**src/hdl/cwc_pkg.sv**
```systemverilog
// ----------------------------------------------------------------------------
// cwc_pkg
// Shared types, register indexes and lookup tables of the contactor weld check.
// ----------------------------------------------------------------------------
package cwc_pkg;

   localparam int EDGE_COUNT_BITS = 16;
   localparam int CSR_INDEX_BITS  = 3;
   localparam int CSR_DATA_BITS   = 16;

   typedef logic [EDGE_COUNT_BITS-1:0] edge_cnt_type;

   typedef enum logic [CSR_INDEX_BITS-1:0] {
      CSR_FEEDBACK_MODE  = 3'd0,
      CSR_RELAY_INVERTED = 3'd1,
      CSR_WINDOW_MS      = 3'd2,
      CSR_EDGE_THRESHOLD = 3'd3,
      CSR_DEBOUNCE_MS    = 3'd4
   } csr_index_type;

   localparam logic KIND_SAMPLE    = 1'b0;
   localparam logic KIND_SKIP_LOAD = 1'b1;

   localparam logic [15:0] WINDOW_MS_RESET      = 16'd250;
   localparam logic [7:0]  EDGE_THRESHOLD_RESET = 8'd10;
   localparam logic [15:0] DEBOUNCE_MS_RESET    = 16'd250;

   // feedback code (aux, phase aux, n/l1, l2/l3) to error code, ok codes give zero
   localparam logic [3:0] FB_CODE_MAP [16] = '{
      4'd0, 4'd1, 4'd2, 4'd3, 4'd4, 4'd0, 4'd5, 4'd6,
      4'd7, 4'd8, 4'd9, 4'd0, 4'd10, 4'd11, 4'd12, 4'd0
   };

   // ac verdict indexed by the two live bits
   localparam logic [2:0] AC_ERR_ON  [4] = '{3'd1, 3'd2, 3'd3, 3'd0};
   localparam logic [2:0] AC_ERR_OFF [4] = '{3'd4, 3'd0, 3'd5, 3'd6};

   typedef struct packed {
      logic       kind;
      logic       ms_tick;
      logic       ac1_pin;
      logic       ac2_pin;
      logic       relay_pin;
      logic       fb_n_l1_pin;
      logic       fb_l2_l3_pin;
      logic       earth_pin;
      logic       contactor_aux_pin;
      logic       phase_aux_pin;
      logic [7:0] skip_windows;
   } req_type;

   typedef struct packed {
      logic [4:0] status_bits;
      logic [4:0] error_code;
   } rsp_type;

   typedef struct packed {
      logic        feedback_mode;
      logic        relay_inverted;
      logic [15:0] window_ms;
      logic [7:0]  edge_threshold;
      logic [15:0] debounce_ms;
   } cfg_type;

endpackage

```
**src/hdl/cwc_csr.sv**
```systemverilog
// ----------------------------------------------------------------------------
// cwc_csr
// Configuration registers, written through a plain write port.
// ----------------------------------------------------------------------------
module cwc_csr
   import cwc_pkg::*;
(
   input  logic                      clock,
   input  logic                      reset,
   input  logic                      csr_we,
   input  logic [CSR_INDEX_BITS-1:0] csr_index,
   input  logic [CSR_DATA_BITS-1:0]  csr_wdata,
   output cfg_type                   cfg
);

   cfg_type cfg_ff;
   cfg_type cfg_in;

   always_comb begin
      cfg_in = cfg_ff;
      if (csr_we) begin
         unique case (csr_index_type'(csr_index))
            CSR_FEEDBACK_MODE:  cfg_in.feedback_mode  = csr_wdata[0];
            CSR_RELAY_INVERTED: cfg_in.relay_inverted = csr_wdata[0];
            CSR_WINDOW_MS:      cfg_in.window_ms      = csr_wdata[15:0];
            CSR_EDGE_THRESHOLD: cfg_in.edge_threshold = csr_wdata[7:0];
            CSR_DEBOUNCE_MS:    cfg_in.debounce_ms    = csr_wdata[15:0];
            default:            cfg_in = cfg_ff;
         endcase
      end
   end

   always_ff @(posedge clock) begin
      if (reset) begin
         cfg_ff.feedback_mode  <= 1'b0;
         cfg_ff.relay_inverted <= 1'b0;
         cfg_ff.window_ms      <= WINDOW_MS_RESET;
         cfg_ff.edge_threshold <= EDGE_THRESHOLD_RESET;
         cfg_ff.debounce_ms    <= DEBOUNCE_MS_RESET;
      end else begin
         cfg_ff <= cfg_in;
      end
   end

   assign cfg = cfg_ff;

endmodule

```
**src/hdl/cwc_core.sv**
```systemverilog
// ----------------------------------------------------------------------------
// cwc_core
// Checker state and the single-pass update for one beat.
// ----------------------------------------------------------------------------
module cwc_core
   import cwc_pkg::*;
(
   input  logic    clock,
   input  logic    reset,
   input  logic    step_en,
   input  req_type item,
   input  cfg_type cfg,
   output rsp_type result
);

   logic         primed_ff, primed_in;
   logic         ac1_prev_ff, ac2_prev_ff, earth_prev_ff;
   logic         ac1_prev_in, ac2_prev_in, earth_prev_in;
   edge_cnt_type ac1_edges_ff, ac2_edges_ff, earth_edges_ff;
   edge_cnt_type ac1_edges_in, ac2_edges_in, earth_edges_in;
   logic [15:0]  window_count_ff, window_count_in;
   logic [7:0]   skip_count_ff, skip_count_in;
   logic [15:0]  error_age_ff, error_age_in;
   logic         error_pending_ff, error_pending_in;
   logic [4:0]   error_reg_ff, error_reg_in;
   logic [4:0]   status_reg_ff, status_reg_in;

   logic         active;
   logic [15:0]  window_inc;
   logic         ended;
   logic         take;
   logic [1:0]   live;
   logic         relay_on;
   logic [3:0]   code;
   logic [15:0]  age_next;
   edge_cnt_type thr_ext;

   assign thr_ext = edge_cnt_type'(cfg.edge_threshold);
   // a counting sample: pin sample after priming
   assign active  = (item.kind == KIND_SAMPLE) && primed_ff;

   // shared window timer
   always_comb begin
      window_inc      = (window_count_ff != 16'hFFFF) ? window_count_ff + 16'd1
                                                      : window_count_ff;
      ended           = 1'b0;
      take            = 1'b0;
      window_count_in = window_count_ff;
      skip_count_in   = skip_count_ff;
      if (item.kind == KIND_SKIP_LOAD) begin
         skip_count_in = item.skip_windows;
      end else if (active && item.ms_tick) begin
         if (window_inc >= cfg.window_ms) begin
            window_count_in = 16'd0;
            ended           = 1'b1;
            if (skip_count_ff != 8'd0) begin
               skip_count_in = skip_count_ff - 8'd1;
            end else begin
               take = 1'b1;
            end
         end else begin
            window_count_in = window_inc;
         end
      end
   end

   always_comb begin
      primed_in        = primed_ff;
      ac1_edges_in     = ac1_edges_ff;
      ac2_edges_in     = ac2_edges_ff;
      earth_edges_in   = earth_edges_ff;
      error_age_in     = error_age_ff;
      error_pending_in = error_pending_ff;
      error_reg_in     = error_reg_ff;
      status_reg_in    = status_reg_ff;
      live             = 2'b00;
      relay_on         = item.relay_pin ^ cfg.relay_inverted;
      code = FB_CODE_MAP[{item.contactor_aux_pin, item.phase_aux_pin,
                          item.fb_n_l1_pin, item.fb_l2_l3_pin}];
      age_next = (item.ms_tick && error_age_ff != 16'hFFFF) ? error_age_ff + 16'd1
                                                            : error_age_ff;

      if (item.kind == KIND_SAMPLE && !primed_ff) begin
         primed_in = 1'b1;
      end else if (active && !cfg.feedback_mode) begin
         if (item.ac1_pin != ac1_prev_ff && ac1_edges_ff != '1) begin
            ac1_edges_in = ac1_edges_ff + edge_cnt_type'(1);
         end
         if (item.ac2_pin != ac2_prev_ff && ac2_edges_ff != '1) begin
            ac2_edges_in = ac2_edges_ff + edge_cnt_type'(1);
         end
         live = {ac2_edges_in > thr_ext, ac1_edges_in > thr_ext};
         if (take) begin
            status_reg_in = {3'b000, live};
            error_reg_in  = {2'b00, relay_on ? AC_ERR_ON[live] : AC_ERR_OFF[live]};
         end
         if (ended) begin
            ac1_edges_in = '0;
            ac2_edges_in = '0;
         end
      end else if (active) begin
         if (item.earth_pin != earth_prev_ff && earth_edges_ff != '1) begin
            earth_edges_in = earth_edges_ff + edge_cnt_type'(1);
         end
         if (take) begin
            error_reg_in = {4'd0, !(earth_edges_in > thr_ext)};
         end
         if (ended) begin
            earth_edges_in = '0;
         end
         error_reg_in = {4'd0, error_reg_in[0]};
         if (code == 4'd0) begin
            error_pending_in = 1'b0;
            error_age_in     = 16'd0;
         end else if (!error_pending_ff) begin
            error_pending_in = 1'b1;
            error_age_in     = 16'd0;
         end else begin
            error_age_in = age_next;
            if (age_next >= cfg.debounce_ms) begin
               error_reg_in = {code, error_reg_in[0]};
            end
         end
         status_reg_in = {!item.phase_aux_pin, !item.contactor_aux_pin,
                          error_reg_in != 5'd0, !item.fb_l2_l3_pin, !item.fb_n_l1_pin};
      end
   end

   // edge history follows every pin sample
   assign ac1_prev_in   = (item.kind == KIND_SAMPLE) ? item.ac1_pin   : ac1_prev_ff;
   assign ac2_prev_in   = (item.kind == KIND_SAMPLE) ? item.ac2_pin   : ac2_prev_ff;
   assign earth_prev_in = (item.kind == KIND_SAMPLE) ? item.earth_pin : earth_prev_ff;

   always_ff @(posedge clock) begin
      if (reset) begin
         primed_ff        <= 1'b0;
         ac1_prev_ff      <= 1'b0;
         ac2_prev_ff      <= 1'b0;
         earth_prev_ff    <= 1'b0;
         ac1_edges_ff     <= '0;
         ac2_edges_ff     <= '0;
         earth_edges_ff   <= '0;
         window_count_ff  <= 16'd0;
         skip_count_ff    <= 8'd0;
         error_age_ff     <= 16'd0;
         error_pending_ff <= 1'b0;
         error_reg_ff     <= 5'd0;
         status_reg_ff    <= 5'd0;
      end else if (step_en) begin
         primed_ff        <= primed_in;
         ac1_prev_ff      <= ac1_prev_in;
         ac2_prev_ff      <= ac2_prev_in;
         earth_prev_ff    <= earth_prev_in;
         ac1_edges_ff     <= ac1_edges_in;
         ac2_edges_ff     <= ac2_edges_in;
         earth_edges_ff   <= earth_edges_in;
         window_count_ff  <= window_count_in;
         skip_count_ff    <= skip_count_in;
         error_age_ff     <= error_age_in;
         error_pending_ff <= error_pending_in;
         error_reg_ff     <= error_reg_in;
         status_reg_ff    <= status_reg_in;
      end
   end

   assign result.status_bits = status_reg_in;
   assign result.error_code  = error_reg_in;

   // the window counter is cleared at the end of every window
   assert property (@(posedge clock) disable iff (reset)
      (step_en && ended) |=> (window_count_ff == 16'd0))
      else $error("window counter not cleared at window end");

   // the error age stays zero while no feedback error is pending
   assert property (@(posedge clock) disable iff (reset)
      !error_pending_ff |-> (error_age_ff == 16'd0))
      else $error("error age running without a pending error");

   // nothing is counted before the first sample primes the edge history
   assert property (@(posedge clock) disable iff (reset)
      !primed_ff |-> (ac1_edges_ff == '0 && window_count_ff == 16'd0))
      else $error("counting before the edge history was primed");

endmodule

```
**src/hdl/contactor_weld_check.sv**
```systemverilog
// ----------------------------------------------------------------------------
// contactor_weld_check
// Contactor weld and feedback checker with input and result registers.
// ----------------------------------------------------------------------------
// Usage: pin samples (or skip-count loads) enter on the req_ channel, one
// beat per item; every beat produces exactly one rsp_ beat carrying the
// status bits and error code. Configuration is written on the csr_ port while
// the block is idle, one register per cycle, no read-back.
// Path: a beat accepted into the input register is processed into the result
// register when it advances and is offered on rsp_ from then on.
// Throughput: one beat per cycle while rsp_ready is high; all per-beat work
// is a single pass of counters and compares from input to result register.
// Stall: a full result register holds while rsp_ready is low; the input
// register keeps taking a beat until it too is full, then req_ready drops.
// Reset: synchronous; clears the checker state, both valid flags and loads the
// configuration reset values (window and debounce 250 ms, threshold 10).
// ----------------------------------------------------------------------------
module contactor_weld_check
   import cwc_pkg::*;
(
   input  logic                      clock,
   input  logic                      reset,
   input  logic                      req_valid,
   output logic                      req_ready,
   input  req_type                   req_data,
   output logic                      rsp_valid,
   input  logic                      rsp_ready,
   output rsp_type                   rsp_data,
   input  logic                      csr_we,
   input  logic [CSR_INDEX_BITS-1:0] csr_index,
   input  logic [CSR_DATA_BITS-1:0]  csr_wdata
);

   cfg_type cfg;
   req_type in_data_ff;
   logic    in_valid_ff;
   rsp_type out_data_ff;
   logic    out_valid_ff;
   rsp_type result;
   logic    advance;

   cwc_csr u_csr (
      .clock     (clock),
      .reset     (reset),
      .csr_we    (csr_we),
      .csr_index (csr_index),
      .csr_wdata (csr_wdata),
      .cfg       (cfg)
   );

   // move a beat from the input register into the result register
   assign advance   = in_valid_ff && (!out_valid_ff || rsp_ready);
   assign req_ready = !in_valid_ff || advance;

   cwc_core u_core (
      .clock   (clock),
      .reset   (reset),
      .step_en (advance),
      .item    (in_data_ff),
      .cfg     (cfg),
      .result  (result)
   );

   always_ff @(posedge clock) begin
      if (reset) begin
         in_valid_ff  <= 1'b0;
         out_valid_ff <= 1'b0;
      end else begin
         if (req_ready) begin
            in_valid_ff <= req_valid;
         end
         if (advance) begin
            out_valid_ff <= 1'b1;
         end else if (rsp_ready) begin
            out_valid_ff <= 1'b0;
         end
      end
   end

   always_ff @(posedge clock) begin
      if (req_valid && req_ready) begin
         in_data_ff <= req_data;
      end
      if (advance) begin
         out_data_ff <= result;
      end
   end

   assign rsp_valid = out_valid_ff;
   assign rsp_data  = out_data_ff;

   assert property (@(posedge clock) disable iff (reset)
      advance |=> out_valid_ff)
      else $error("processed beat did not reach the result register");

   assert property (@(posedge clock) disable iff (reset)
      (in_valid_ff && !advance) |=> in_valid_ff)
      else $error("waiting input beat dropped");

   assert property (@(posedge clock) disable iff (reset)
      !in_valid_ff |-> req_ready)
      else $error("empty input register refuses a beat");

endmodule
```
**config.mk**
```make
export PLATFORM = sky130hd
export DESIGN_NAME = contactor_weld_check
export DESIGN_NICKNAME = d
export VERILOG_FILES = /design/src/hdl/cwc_pkg.sv /design/src/hdl/cwc_csr.sv /design/src/hdl/cwc_core.sv /design/src/hdl/contactor_weld_check.sv
export SDC_FILE = /design/constraint.sdc
export NUM_CORES = 1
export LEC_CHECK = 0
export ABC_AREA = 1
export BUFFER_PORTS_ARGS = -buffer_cell sky130_fd_sc_hd__buf_2
export CAP_MARGIN = 20
export CELL_PAD_IN_SITES_DETAIL_PLACEMENT = 1
export CELL_PAD_IN_SITES_GLOBAL_PLACEMENT = 1
export CORE_MARGIN = 3
export CORE_UTILIZATION = 41
export CTS_CLUSTER_DIAMETER = 200
export DETAILED_ROUTE_END_ITERATION = 7
export PLACE_DENSITY_LB_ADDON = 0.08
export SYNTH_ARGS = -nofsm -noshare
export SYNTH_HDL_FRONTEND = slang
export SYNTH_HIERARCHICAL = 1
export SYNTH_SLANG_ARGS = --single-unit
```
**constraint.sdc**
```tcl
create_clock -name clock -period 3.6 [get_ports clock]
set_input_delay 0.72 -clock clock [delete_from_list [all_inputs] [get_ports clock]]
set_output_delay 0.72 -clock clock [all_outputs]
set_load 0.05 [all_outputs]
```
==> results.md <==
* Mapped Nets at 1701
* DRC Markers at 0
* FP Rows at 59
* First-pass iteration count of the detailed router at 5
* Core ar. at 26100 um2
* Clock power share at 40.9%
* Register share of total power at 46.3%
* Synth top area share at 27.0%
* Peak supply drop at 0.243 mV
* IO Pins at 54
* Root buf cell: clkbuf_16
* Yosys cell types at 44
* Cell area after placement at 12000 um2
* Main synth FF type: dfxtp_1
* CP Data Arrival Time at 3.79 ns
* Synth Instances at 1590
* Pint at 3.16 mW
* Antenna Nets Post-Route at 0
* Commonest cells in the netlist: nand2_1 (396), nor2_1 (209), inv_1 (199)
* Metal-1 WL at 14500 um
* Num CTS Buffers at 17
* Buffers on Ports at 53
* Minimum clock period after layout at 3.46 ns
* Max-slew violation count at 0
* Sw frac at 29.2%
* Initial antenna violation count at 2
* Max Cap Viol at 0
* Finished Core Util at 51.5%
* Worst-path maximum fanout at 5
* Die area at 28600 um2
* First-pass GRT wire length at 52900 um
* Clk buf depth at 2
* YS warnings at 6
* WL/cell at 15.7 um
* Filler cells at 3413
* Area leader, netlist: dfxtp_1
* Critical Path Source Type: flip-flop
* Final instance area at 13500 um2
* CTS tree: built
* Largest net degree at the start of global routing at 46
* Final period utilization at 96.1%
* Min-delay src: req_data[4]
* Tot Pwr at 4.47 mW
* Share of layout cells above drive strength 1 at 20.8%
* Avg Synthesized Cell Area at 6.86 um2
* Vias in the first global route at 10996
* CTS Sinks at 175
* Post-synth ARST share at 0%
* Sequential-to-total area share from yosys stat at 34.7%
* Number of DRC markers in iteration 0 at 384
* Maximum level of the CTS H-tree at 4
* Final WS setup at 0.140 ns
* Status: completed
* Vias at 10696
* Routed wl met2 at 16700 um
* Met3 routed wirelength at 812 um
* HPWL after DPL at 23700 um
* Largest cells by area after synthesis: dfxtp_1 (27%), nand2_1 (14%), ha_1 (7.9%)
* Area grow syn2layout at 23.5%
* Crit path kind: reg -> reg
* Die height at 169 um
* GRT overflow at 0
* Die Width at 169 um
* Top layer in use: met5
* Via density at 5.15
* Mapped cell area at 10900 um2
* Comb pwr share at 12.8%
* Cell with the most instances after synthesis: nand2_1
* Final wirelength at 32500 um
* Worst skew pair latency at 0.45 ns
* Starting Density at 41.7%
* Total GRT Usage at 22.5%
* Worst slack at placement at -0.251 ns
* R2R Path Start: u_core/error_age_ff[1]
* Post-synth EDFFs at 28
* GPL Wtd Cong at 0.819
* Slew headroom at 37.0%
* Final Hold Fails at 0
* Unrepaired setup endpoints after global routing: true
* Peak Freq at 289 MHz
* Skew final at 0.0198 ns
* Clk slew on worst S/H paths at 0.09 ns
* Critical path origin: u_core/error_age_ff[1]
* Static Leak at 6.08 nW
* Power Dens Cells at 332 nW/um2
* Worst hold path type: in -> reg
* CP Capture Type: flip-flop
* Hold Buf Count CTS at 0
* Slew @ Worst Pin at 0.941 ns
* Net Switching at 1.31 mW
* Final Setup Violations at 0
* Nets at 1840
* N_diodes at 0
* Seq cells post-synth at 175
* Required time of the worst setup path at 3.93 ns
[power groups by stage]
stage                     combinational (mW)  clock (mW)  sequential (mW)
after global routing                   0.644        1.96             2.07
final                                  0.570        1.83             2.07
after detailed placement               0.494           0             2.11
after CTS                              0.504        1.89             2.07
after floorplan                        0.308           0             2.13
after global placement                 0.481           0             2.11
[per-stage QoR]
stage / std cells / hold WS [ns] / TNS [ns]
floorplan: 1590 / 0.429 / 0
global placement: 2016 / 0.443 / -0.192
detailed placement: 2016 / 0.455 / -5.30
CTS: 2051 / 0.425 / 0
global route: 2077 / 0.423 / -2.42
finish: 2077 / 0.440 / 0
[kinds of logic after synthesis]
group	after synthesis	share of synthesized area, %
and+or+nand+nor	793	30.8
buffers and inverters	262	9.56
AOI/OAI and AO/OA	231	12.2
DFF	175	34.7
adders and majority gates	69	7.92
xor gates and xnor gates	60	4.82
[sequential cells by signal, indices dropped and copies added (netlist names)]
name	flops
u_core/ac1_prev_ff	1
u_csr/cfg	42
u_core/error_pending_ff	1
u_core/primed_ff	1
in_data_ff	18
u_core/ac1_edges_ff	16
rsp_data	10
u_core/earth_edges_ff	16
u_core/earth_prev_ff	1
in_valid_ff	1
u_core/skip_count_ff	8
u_core/ac2_edges_ff	16
u_core/status_reg_ff	5
rsp_valid	1
u_core/window_count_ff	16
u_core/error_age_ff	16
u_core/error_reg_ff	5
u_core/ac2_prev_ff	1
[critical path: stages, from the launching register on]
cell and delay (ns):
dfxtp_4 0.39, ha_4 0.13, inv_2 0.04, nor3_4 0.20, nand4_1 0.21, o21ai_4 0.39
clkinvlp_4 0.25, o21ai_2 0.18, inv_2 0.06, ha_4 0.24, a21oi_2 0.13, o21ai_1 0.08
a21oi_2 0.20, nand3_4 0.14, buf_4 0.16, a21oi_1 0.27, o21ai_2 0.11, o21ai_1 0.12
inv_1 0.04
[final timing paths]
check	endpoint	slack [ns]	cells past startpoint
max reg2reg	u_core/error_reg_ff[1]	0.14	18
max	u_core/error_reg_ff[1]	0.14	18
min reg2reg	u_csr/cfg[19]	0.46	2
min	in_data_ff[4]	0.44	1
[placed cells by master (no fill, tap or decap), types with 9 or more instances in the layout]
cell and n:
nand3_2 10, inv_1 192, nor2_4 13, ha_4 11
nand2_1 377, nand3_1 98, o21ai_0 38, xor2_1 44
a21oi_1 91, nand4_1 25, o21ai_2 10, xnor2_1 13
nor2_2 15, buf_2 52, clkbuf_16 17, o21ai_1 15
edfxtp_1 28, buf_6 9, buf_4 104, a21oi_2 16
inv_2 19, dfxtp_1 132, nor2_1 195, dfxtp_2 14
nor3_1 12, a22oi_1 30, nand2_2 20, ha_1 56
[area by class of cell]
| cell class | count | area, um2 | share of cell area, % |
|---|---|---|---|
| inverter | 216 | 817 | 6.07 |
| clock inverter | 14 | 143 | 1.06 |
| timing repair buffer | 165 | 1140 | 8.48 |
| tap | 335 | 419 | 3.11 |
| timing repair inverter | 1 | 7.51 | 0.0557 |
| sequential | 175 | 3800 | 28.2 |
| clock buffer | 18 | 429 | 3.19 |
| multi-input combinational | 1153 | 6710 | 49.8 |
[repair_timing]
| item | CTS | global route |
|---|---|---|
| endpoints found under the hold margin | 0 | 0 |
| endpoints found under the setup margin | 67 | 90 |
| pin swaps | 2 | 51 |
| gates resized for setup | 13 | 161 |
| setup buffers | 3 | 25 |
| cloned | 0 | 1 |
[layer usage]
layer | global-route usage (%) | vias to the layer above
li1 | - | 5428
met1 | 28.0 | 5124
met2 | 40.9 | 107
met3 | 3.53 | 33
met4 | 5.01 | 4
met5 | 0 | -
No activity file was read; power rests on OpenSTA's default activity.
